[src/hw/rtl/pidc_pkg.sv]
// Shared types and constants for the PID controller with deadzone and windup clamp.
`default_nettype none

package pidc_pkg;

  localparam int unsigned GainW    = 32;
  localparam int unsigned InW      = 16;
  localparam int unsigned ErrW     = 17;
  localparam int unsigned IntegW   = 18;
  localparam int unsigned DriveW   = 9;
  localparam int unsigned ProdW    = 64;
  localparam int unsigned QuotW    = 60;
  localparam int unsigned SumW     = 62;
  localparam int unsigned MulSteps = 8;
  localparam int unsigned DivSteps = 30;

  localparam logic [GainW-1:0] PropGainRst  = 32'd131072;
  localparam logic [GainW-1:0] IntegGainRst = 32'd655;
  localparam logic [GainW-1:0] DerivGainRst = 32'd32768;
  localparam logic [InW-1:0]   DeadBandRst  = 16'd5;
  localparam logic [InW-1:0]   MsPerS       = 16'd1000;
  localparam logic [7:0]       DriveLimit   = 8'd255;
  localparam logic signed [34:0] IntegLimit = 35'sd100000;

  typedef enum logic [1:0] {
    CFG_PROP_GAIN  = 2'd0,
    CFG_INTEG_GAIN = 2'd1,
    CFG_DERIV_GAIN = 2'd2,
    CFG_DEAD_BAND  = 2'd3
  } cfg_idx_e;

  typedef enum logic [10:0] {
    S_IDLE  = 11'b000_0000_0001,
    S_CHECK = 11'b000_0000_0010,
    S_MINT  = 11'b000_0000_0100,
    S_INTEG = 11'b000_0000_1000,
    S_MI    = 11'b000_0001_0000,
    S_DI    = 11'b000_0010_0000,
    S_MD    = 11'b000_0100_0000,
    S_DD    = 11'b000_1000_0000,
    S_MP    = 11'b001_0000_0000,
    S_PADD  = 11'b010_0000_0000,
    S_FIN   = 11'b100_0000_0000
  } state_e;

endpackage

`default_nettype wire

[src/hw/rtl/pid_with_deadzone_and_windup_clamp.sv]
// Top level: PID controller with deadzone, windup clamp and digit-serial arithmetic.
// In the deadzone the output is loaded straight from the check state. Otherwise the
// work is four radix-16 multiplies and two radix-4 divides (one each fewer with zero
// elapsed time) on one shared multiplier and one shared divider.
// Throughput: one word in flight; the next word is taken once the result is registered.
// Reset: async active low; gains and deadband to defaults, integral and last error to zero.
`default_nettype none

module pid_with_deadzone_and_windup_clamp
  import pidc_pkg::*;
(
  input  logic                     clk_i,
  input  logic                     rst_ni,
  input  logic                     cfg_valid_i,
  output logic                     cfg_ready_o,
  input  logic [1:0]               cfg_index_i,
  input  logic [GainW-1:0]         cfg_data_i,
  input  logic                     in_valid_i,
  output logic                     in_ready_o,
  input  logic signed [InW-1:0]    target_i,
  input  logic signed [InW-1:0]    measured_i,
  input  logic [InW-1:0]           elapsed_ms_i,
  output logic                     out_valid_o,
  input  logic                     out_ready_i,
  output logic signed [DriveW-1:0] drive_o,
  output logic                     brake_on_o,
  output logic signed [ErrW-1:0]   error_out_o
);

  state_e state_q, state_d;

  logic [GainW-1:0]         prop_gain_q, integ_gain_q, deriv_gain_q;
  logic [InW-1:0]           dead_band_q;
  logic signed [IntegW-1:0] integ_q;
  logic signed [ErrW-1:0]   prev_q;

  logic signed [ErrW-1:0]   err_q;
  logic [InW-1:0]           ms_q;
  logic [GainW-1:0]         mul_a_q;
  logic [ProdW-1:0]         prod_q;
  logic [QuotW-1:0]         div_n_q;
  logic [InW-1:0]           div_r_q, div_d_q;
  logic [4:0]               cnt_q;
  logic                     term_neg_q;
  logic signed [SumW-1:0]   sum_q;

  logic                     out_valid_q;
  logic signed [DriveW-1:0] drive_q;
  logic                     brake_q;
  logic signed [ErrW-1:0]   err_out_q;

  function automatic logic signed [SumW-1:0] signed_term(input logic neg,
                                                         input logic [QuotW-1:0] mag);
    logic signed [SumW-1:0] m;
    m = $signed({2'b00, mag});
    return neg ? -m : m;
  endfunction

  // error magnitude and deadzone
  logic [ErrW-1:0] err_abs;
  logic [InW-1:0]  err_mag;
  logic            in_dead;
  assign err_abs = err_q[ErrW-1] ? ErrW'(-err_q) : ErrW'(err_q);
  assign err_mag = err_abs[InW-1:0];
  assign in_dead = err_mag <= dead_band_q;

  // radix-16 shift-add multiplier step
  logic [3:0]       mul_digit;
  logic [35:0]      mul_part;
  logic [ProdW-1:0] mul_next;
  logic             mul_done;
  assign mul_digit = prod_q[3:0];
  assign mul_part  = {4'b0, prod_q[63:32]} + 36'(mul_a_q) * 36'(mul_digit);
  assign mul_next  = {mul_part, prod_q[31:4]};
  assign mul_done  = cnt_q == 5'(MulSteps - 1);

  // radix-4 restoring divider step
  logic [17:0]      div_r2, div_d1, div_d2, div_d3, div_rem;
  logic [1:0]       div_q;
  logic [QuotW-1:0] div_next;
  logic             div_done;
  assign div_r2 = {div_r_q, div_n_q[QuotW-1 -: 2]};
  assign div_d1 = {2'b00, div_d_q};
  assign div_d2 = {1'b0, div_d_q, 1'b0};
  assign div_d3 = div_d1 + div_d2;
  always_comb begin
    if (div_r2 >= div_d3) begin
      div_q   = 2'd3;
      div_rem = div_r2 - div_d3;
    end else if (div_r2 >= div_d2) begin
      div_q   = 2'd2;
      div_rem = div_r2 - div_d2;
    end else if (div_r2 >= div_d1) begin
      div_q   = 2'd1;
      div_rem = div_r2 - div_d1;
    end else begin
      div_q   = 2'd0;
      div_rem = div_r2;
    end
  end
  assign div_next = {div_n_q[QuotW-3:0], div_q};
  assign div_done = cnt_q == 5'(DivSteps - 1);

  // integral update with clamp
  logic signed [34:0]       int_prod, acc_sum;
  logic signed [IntegW-1:0] acc_clamp;
  logic                     acc_neg;
  logic [IntegW-2:0]        acc_mag;
  assign int_prod = $signed({3'b000, prod_q[31:0]});
  assign acc_sum  = 35'(integ_q) + (err_q[ErrW-1] ? -int_prod : int_prod);
  always_comb begin
    if (acc_sum > IntegLimit) begin
      acc_clamp = IntegW'(IntegLimit);
    end else if (acc_sum < -IntegLimit) begin
      acc_clamp = IntegW'(-IntegLimit);
    end else begin
      acc_clamp = IntegW'(acc_sum);
    end
  end
  assign acc_neg = acc_clamp[IntegW-1];
  assign acc_mag = acc_neg ? (IntegW-1)'(-acc_clamp) : (IntegW-1)'(acc_clamp);

  // error difference times 1000
  logic signed [17:0] de;
  logic               de_neg;
  logic [17:0]        de_mag;
  logic [27:0]        de_k;
  assign de     = 18'(err_q) - 18'(prev_q);
  assign de_neg = de[17];
  assign de_mag = de_neg ? 18'(-de) : 18'(de);
  assign de_k   = (28'(de_mag) << 10) - (28'(de_mag) << 4) - (28'(de_mag) << 3);

  // final scaling and saturation
  logic [SumW-1:0]          sum_abs;
  logic [SumW-17:0]         sum_int;
  logic [7:0]               drv_mag;
  logic signed [DriveW-1:0] drive_d;
  assign sum_abs = sum_q[SumW-1] ? SumW'(-sum_q) : SumW'(sum_q);
  assign sum_int = sum_abs[SumW-1:16];
  assign drv_mag = (|sum_int[SumW-17:8]) ? DriveLimit : sum_int[7:0];
  assign drive_d = sum_q[SumW-1] ? -$signed({1'b0, drv_mag}) : $signed({1'b0, drv_mag});

  logic out_free, out_load;
  assign out_free = !out_valid_q || out_ready_i;
  assign out_load = out_free && ((state_q == S_CHECK && in_dead) || state_q == S_FIN);

  always_comb begin
    state_d = state_q;
    case (state_q)
      S_IDLE:  if (in_valid_i) state_d = S_CHECK;
      S_CHECK: begin
        if (!in_dead) begin
          state_d = S_MINT;
        end else if (out_free) begin
          state_d = S_IDLE;
        end
      end
      S_MINT:  if (mul_done) state_d = S_INTEG;
      S_INTEG: state_d = S_MI;
      S_MI:    if (mul_done) state_d = S_DI;
      S_DI:    if (div_done) state_d = (ms_q != '0) ? S_MD : S_MP;
      S_MD:    if (mul_done) state_d = S_DD;
      S_DD:    if (div_done) state_d = S_MP;
      S_MP:    if (mul_done) state_d = S_PADD;
      S_PADD:  state_d = S_FIN;
      S_FIN:   if (out_free) state_d = S_IDLE;
      default: state_d = S_IDLE;
    endcase
  end

  always_ff @(posedge clk_i or negedge rst_ni) begin
    if (!rst_ni) begin
      state_q      <= S_IDLE;
      cnt_q        <= '0;
      out_valid_q  <= 1'b0;
      prop_gain_q  <= PropGainRst;
      integ_gain_q <= IntegGainRst;
      deriv_gain_q <= DerivGainRst;
      dead_band_q  <= DeadBandRst;
      integ_q      <= '0;
      prev_q       <= '0;
    end else begin
      state_q <= state_d;
      if (state_q == S_MINT || state_q == S_MI || state_q == S_MD || state_q == S_MP) begin
        cnt_q <= mul_done ? '0 : cnt_q + 5'd1;
      end else if (state_q == S_DI || state_q == S_DD) begin
        cnt_q <= div_done ? '0 : cnt_q + 5'd1;
      end else begin
        cnt_q <= '0;
      end
      if (out_load) begin
        out_valid_q <= 1'b1;
      end else if (out_ready_i) begin
        out_valid_q <= 1'b0;
      end
      if (state_q == S_INTEG) integ_q <= acc_clamp;
      if (state_q == S_FIN) prev_q <= err_q;
      if (cfg_valid_i) begin
        case (cfg_idx_e'(cfg_index_i))
          CFG_PROP_GAIN:  prop_gain_q  <= cfg_data_i;
          CFG_INTEG_GAIN: integ_gain_q <= cfg_data_i;
          CFG_DERIV_GAIN: deriv_gain_q <= cfg_data_i;
          CFG_DEAD_BAND:  dead_band_q  <= cfg_data_i[InW-1:0];
          default: ;
        endcase
      end
    end
  end

  always_ff @(posedge clk_i) begin
    case (state_q)
      S_IDLE: begin
        if (in_valid_i) begin
          err_q <= ErrW'(target_i) - ErrW'(measured_i);
          ms_q  <= elapsed_ms_i;
        end
      end
      S_CHECK: begin
        sum_q   <= '0;
        mul_a_q <= GainW'(ms_q);
        prod_q  <= ProdW'(err_mag);
      end
      S_MINT, S_MP: prod_q <= mul_next;
      S_INTEG: begin
        mul_a_q    <= integ_gain_q;
        prod_q     <= ProdW'(acc_mag);
        term_neg_q <= acc_neg;
      end
      S_MI, S_MD: begin
        prod_q <= mul_next;
        if (mul_done) begin
          div_n_q <= mul_next[QuotW-1:0];
          div_r_q <= '0;
          div_d_q <= (state_q == S_MI) ? MsPerS : ms_q;
        end
      end
      S_DI: begin
        div_n_q <= div_next;
        div_r_q <= div_rem[InW-1:0];
        if (div_done) begin
          sum_q <= sum_q + signed_term(term_neg_q, div_next);
          if (ms_q != '0) begin
            mul_a_q    <= deriv_gain_q;
            prod_q     <= ProdW'(de_k);
            term_neg_q <= de_neg;
          end else begin
            mul_a_q <= prop_gain_q;
            prod_q  <= ProdW'(err_mag);
          end
        end
      end
      S_DD: begin
        div_n_q <= div_next;
        div_r_q <= div_rem[InW-1:0];
        if (div_done) begin
          sum_q   <= sum_q + signed_term(term_neg_q, div_next);
          mul_a_q <= prop_gain_q;
          prod_q  <= ProdW'(err_mag);
        end
      end
      S_PADD: sum_q <= sum_q + signed_term(err_q[ErrW-1], prod_q[QuotW-1:0]);
      default: ;
    endcase
    if (out_load) begin
      drive_q   <= (state_q == S_FIN) ? drive_d : '0;
      brake_q   <= state_q != S_FIN;
      err_out_q <= err_q;
    end
  end

  assign cfg_ready_o = 1'b1;
  assign in_ready_o  = state_q == S_IDLE;
  assign out_valid_o = out_valid_q;
  assign drive_o     = drive_q;
  assign brake_on_o  = brake_q;
  assign error_out_o = err_out_q;

endmodule

`default_nettype wire

[config.mk]
export PLATFORM = sky130hd
export DESIGN_NAME = pid_with_deadzone_and_windup_clamp
export DESIGN_NICKNAME = d
export VERILOG_FILES = /design/src/hw/rtl/pidc_pkg.sv /design/src/hw/rtl/pid_with_deadzone_and_windup_clamp.sv
export SDC_FILE = /design/constraint.sdc
export NUM_CORES = 2
export LEC_CHECK = 0
export BUFFER_PORTS_ARGS = -buffer_cell sky130_fd_sc_hd__buf_2
export CAP_MARGIN = 15
export CELL_PAD_IN_SITES_DETAIL_PLACEMENT = 0
export CELL_PAD_IN_SITES_GLOBAL_PLACEMENT = 1
export CORE_MARGIN = 4
export CORE_UTILIZATION = 50
export DETAILED_ROUTE_END_ITERATION = 10
export PLACE_DENSITY = 0.81
export SYNTH_ARGS = -nofsm -noshare
export SYNTH_HDL_FRONTEND = slang
export SYNTH_SLANG_ARGS = --single-unit
[constraint.sdc]
create_clock -name clk_i -period 11.9 [get_ports clk_i]
set_input_delay 0 -clock clk_i [delete_from_list [all_inputs] [get_ports clk_i]]
set_output_delay 0 -clock clk_i [all_outputs]
set_load 0.01 [all_outputs]
==> results by group <==
Run status
  • Result of the run: completed

Critical path
  • Crit path required time: 12,230 ps
  • Reg-to-Reg End: sum_q[61]
  • Type of element launching the critical path: flop
  • Data arrival time of the critical path: 10,850 ps
  • Slowest cell on the critical path: o21ai_0
  • Register-to-register setup slack: 1380 ps
  • Most frequent cell on the critical path: a21oi_1
  • Capturing element type of the critical path: flop
  • CP Max Fanout: 24
  • Reg2Reg Launch Point: div_d_q[1]
  • Worst Reg2Reg Path Length in Cells: 46
  • Largest stage delay, worst path: 560 ps
  • Kind of critical path: reg2reg

Final layout
  • Highest-count cells in the layout ignoring fill and taps: nand2_1 (557), nor2_1 (311), edfxtp_1 (311), o21ai_0 (307), ha_1 (293)
  • Multi-input gate area in the final layout: 25,540 um2
  • Filler Cells Inserted: 7,256
  • Ratio of cells with drive above 1 in the final layout: 0.09626
  • Storage cell area: 13,460 um2
  • Final nets: 5,099
  • Area growth from synthesis to final layout: 11.18%
  • Antenna Diode Count: 0
  • Most frequent standard cell in the layout excluding fill and tap cells: nand2_1

Clocking
  • CTS max path bufs: 3
  • Root buffer cell: clkbuf_16
  • Number of clock sinks: 475
  • Count of H-tree levels built during CTS: 2
  • CTS buffer count: 54
  • Clock insertion delay at the later pin of the skew report: 630 ps
  • Total of cells resized after clock tree synthesis: 0
  • CTS tree: built
  • Clock edge transition at the registers on the reported setup and hold paths: 60 ps

Timing
  • Final setup violation count: 0
  • Crit share post-route: 0.8839
  • Fmax: 0.09507 GHz
  • RSZ-0062 raised after global routing: false
  • Number of max-slew violations in the final report: 0
  • Setup tns final: 0 ps
  • Post-route minimum period: 10,520 ps
  • Hold violation count in the final report: 0
  • Max Clock Skew: 27.52 ps
  • Tightest Pin Transition: 1117 ps
  • Setup slack of the critical path after layout: 1381 ps
  • Relative slew margins: 0.2554

Yosys
  • Post-synth net total: 4,961
  • Sequential-to-total area share from yosys stat: 0.3321
  • Average cell area after synthesis: 9.063 um2
  • Mapped Cells: 4,471
  • Most used DFF post-synth: edfxtp_1
  • Fraction of synthesis flops using an asynchronous set or reset pin: 0.3453
  • Number of distinct standard cells referenced by the synthesized netlist: 100
  • Number of synthesized flops with an enable pin: 311
  • Area of the mapped netlist: 40,520 um2
  • Number of warnings issued by yosys: 0
  • Flip-flop and latch count after synthesis: 475

Power and ir drop
  • Share of power burned in registers: 0.236
  • Leakage power summed over all cells: 18.57 nW
  • Cell Int Power: 0.005692 W
  • Net Sw Power: 0.004605 W
  • Combinational group share of total power: 0.586
  • Clock group share of total power: 0.178
  • Fraction of power spent switching nets: 0.4472
  • Total Power: 0.01030 W
  • Power density cells: 228.6 nW/um2
  • Peak supply drop: 0.0002135 V

Routing
  • DR vias: 33,920
  • Antenna-violating nets left: 0
  • Number of detailed-routing iterations run before antenna repair: 6
  • Average wire length per cell after detail routing: 19.93 um
  • # DRC: 0
  • Iteration-0 DRC Markers: 2,577
  • Post-detailed-route via-to-cell ratio: 5.936
  • Aggregate routed wire length: 113.9 mm

Global route
  • Number of antenna violations at the first check in global routing: 3
  • Via count of the first global-routing pass: 32,500
  • Total track usage: 0.2605
  • First-pass GRT wire length: 181.5 mm
  • Largest net degree at the start of global routing: 99
  • Total gr overflow: 0

Floorplan
  • Die W: 292.7 um
  • Core footprint: 80,420 um2
  • Starting density of the core: 0.5039
  • I/O Pins: 117
  • # rows: 104
  • Height of the die: 292.7 um
  • Die outline area: 85,660 um2

Place
  • Placed wire-length estimate: 86.30 mm
  • Final weighted congestion in routability-driven placement: 0.9149
  • Placement-stage worst setup slack: 1390 ps
  • Port bufs: 115

Job
  • Max cap viols: 0

Worst hold path
  • Worst min-delay path class: in2async
## per-stage QoR
step | utilization | instance area [um2] | hold slack, ps | instances
after floorplan | - | 40520 | -295.6 | 4471
after global placement | 0.5239 | 42130 | 156.4 | 5517
after detailed placement | 0.5239 | 42130 | 155.9 | 5517
after CTS | 0.5602 | 45050 | 1.357 | 5714
after global routing | 0.5602 | 45050 | 72.33 | 5714
final | 0.5602 | 45050 | 12.26 | 5714
## power groups by stage
stage / clock [W] / sequential (W) / combinational, W
6_report: 0.00183 / 0.00243 / 0.00604
5_1_grt: 0.00193 / 0.00245 / 0.00676
4_1_cts: 0.00186 / 0.00242 / 0.00602
3_5_place_dp: 0 / 0.00245 / 0.00595
3_3_place_gp: 0 / 0.00245 / 0.00590
2_1_floorplan: 0 / 0.00234 / 0.00455
## cells by family after synthesis
family / count (synthesis) / synth area share
buffers and inverters: 420 / 0.03965
multiplexers: 151 / 0.04141
AO/OA/AOI/OAI: 1169 / 0.1873
flip-flops: 475 / 0.3321
AND/OR/NAND/NOR: 1492 / 0.1767
adder cells (fa/ha/maj): 403 / 0.1448
XOR/XNOR: 360 / 0.07800
other: 1 / 0.00009254
## sequential cells by signal, summed over array words and instances, names as in the netlist, 18 cells and up
| name | count |
|---|---|
| mul_a_q | 32 |
| prod_q | 64 |
| prop_gain_q | 32 |
| div_n_q | 60 |
| integ_gain_q | 32 |
| integ_q | 18 |
| sum_q | 62 |
| deriv_gain_q | 32 |
## repair_timing
item / in CTS / in global routing
hold buffers: 96 / 0
setup buffers: 0 / 0
endpoints found under the hold margin: 251 / 0
endpoints found under the setup margin: 0 / 0
## worst max path at each step
stage / from / endpoint / slack (ps) / cells past startpoint
floorplan: div_d_q[1] / sum_q[61] / 2720 / 47
global route: div_d_q[1] / sum_q[61] / 270 / 46
CTS: div_d_q[1] / sum_q[61] / 1330 / 46
detailed placement: div_d_q[1] / sum_q[61] / 1390 / 46
finish: div_d_q[1] / sum_q[61] / 1380 / 46
global placement: div_d_q[1] / sum_q[61] / 1480 / 46
## synthesized netlist by cell type (18+ instances only)
library cell  number  area share
and2_1            78       0.012
mux2i_1           18      0.0044
edfxtp_1         311        0.23
a21oi_1          272       0.034
nand2b_1          60      0.0093
nor2_1           313       0.029
nand4_1           40      0.0062
a21o_1            98       0.018
a22oi_1           21      0.0039
inv_1            254       0.024
nand2_1          559       0.052
nor3_1            91       0.011
nand3_1           78      0.0096
o21a_1            49      0.0091
fa_1             110       0.054
xnor2_1          213       0.046
a31oi_1           41      0.0063
xor2_1           146       0.032
a211oi_1          40      0.0074
o21bai_1          28      0.0052
dfrtp_1          153       0.094
or4_1             24      0.0044
o211ai_1          26      0.0048
nor4_1            35      0.0054
clkbuf_1         139       0.013
o21ai_0          307       0.038
and3_1            34      0.0052
a21boi_0          20      0.0037
o31ai_1           64       0.012
nor2b_1           37      0.0057
ha_1             293       0.090
o41ai_1           19      0.0041
or2_2             22      0.0034
or3_1             53      0.0082
mux2_2           133       0.037
## metal layers
metal,vias up,GRT usage,part of all wire
met5,-,0,0.00011
met4,2,0.05891,0.022
met3,136,0.02601,0.052
met2,942,0.4227,0.46
met1,16320,0.3791,0.47
li1,16520,-,-
## layout make-up
| type | instances | area share |
|---|---|---|
| Inverter | 255 | 0.02125 |
| Timing Repair Buffer | 247 | 0.04024 |
| Multi-Input combinational cell | 3576 | 0.5669 |
| Sequential cell | 475 | 0.2987 |
| Tap cell | 1060 | 0.02944 |
| Clock inverter | 29 | 0.009998 |
| Clock buffer | 72 | 0.03352 |
## worst max-delay path: cells and delay by family, from the launching register on
kind / cells / cell delay [ps]
simple gates: 13 / 2610
fa+ha+maj: 5 / 1700
compound gates: 24 / 4740
flops: 1 / 520
buf+inv: 1 / 230
xor+xnor: 3 / 400
Power figures use the tool's default switching activity.
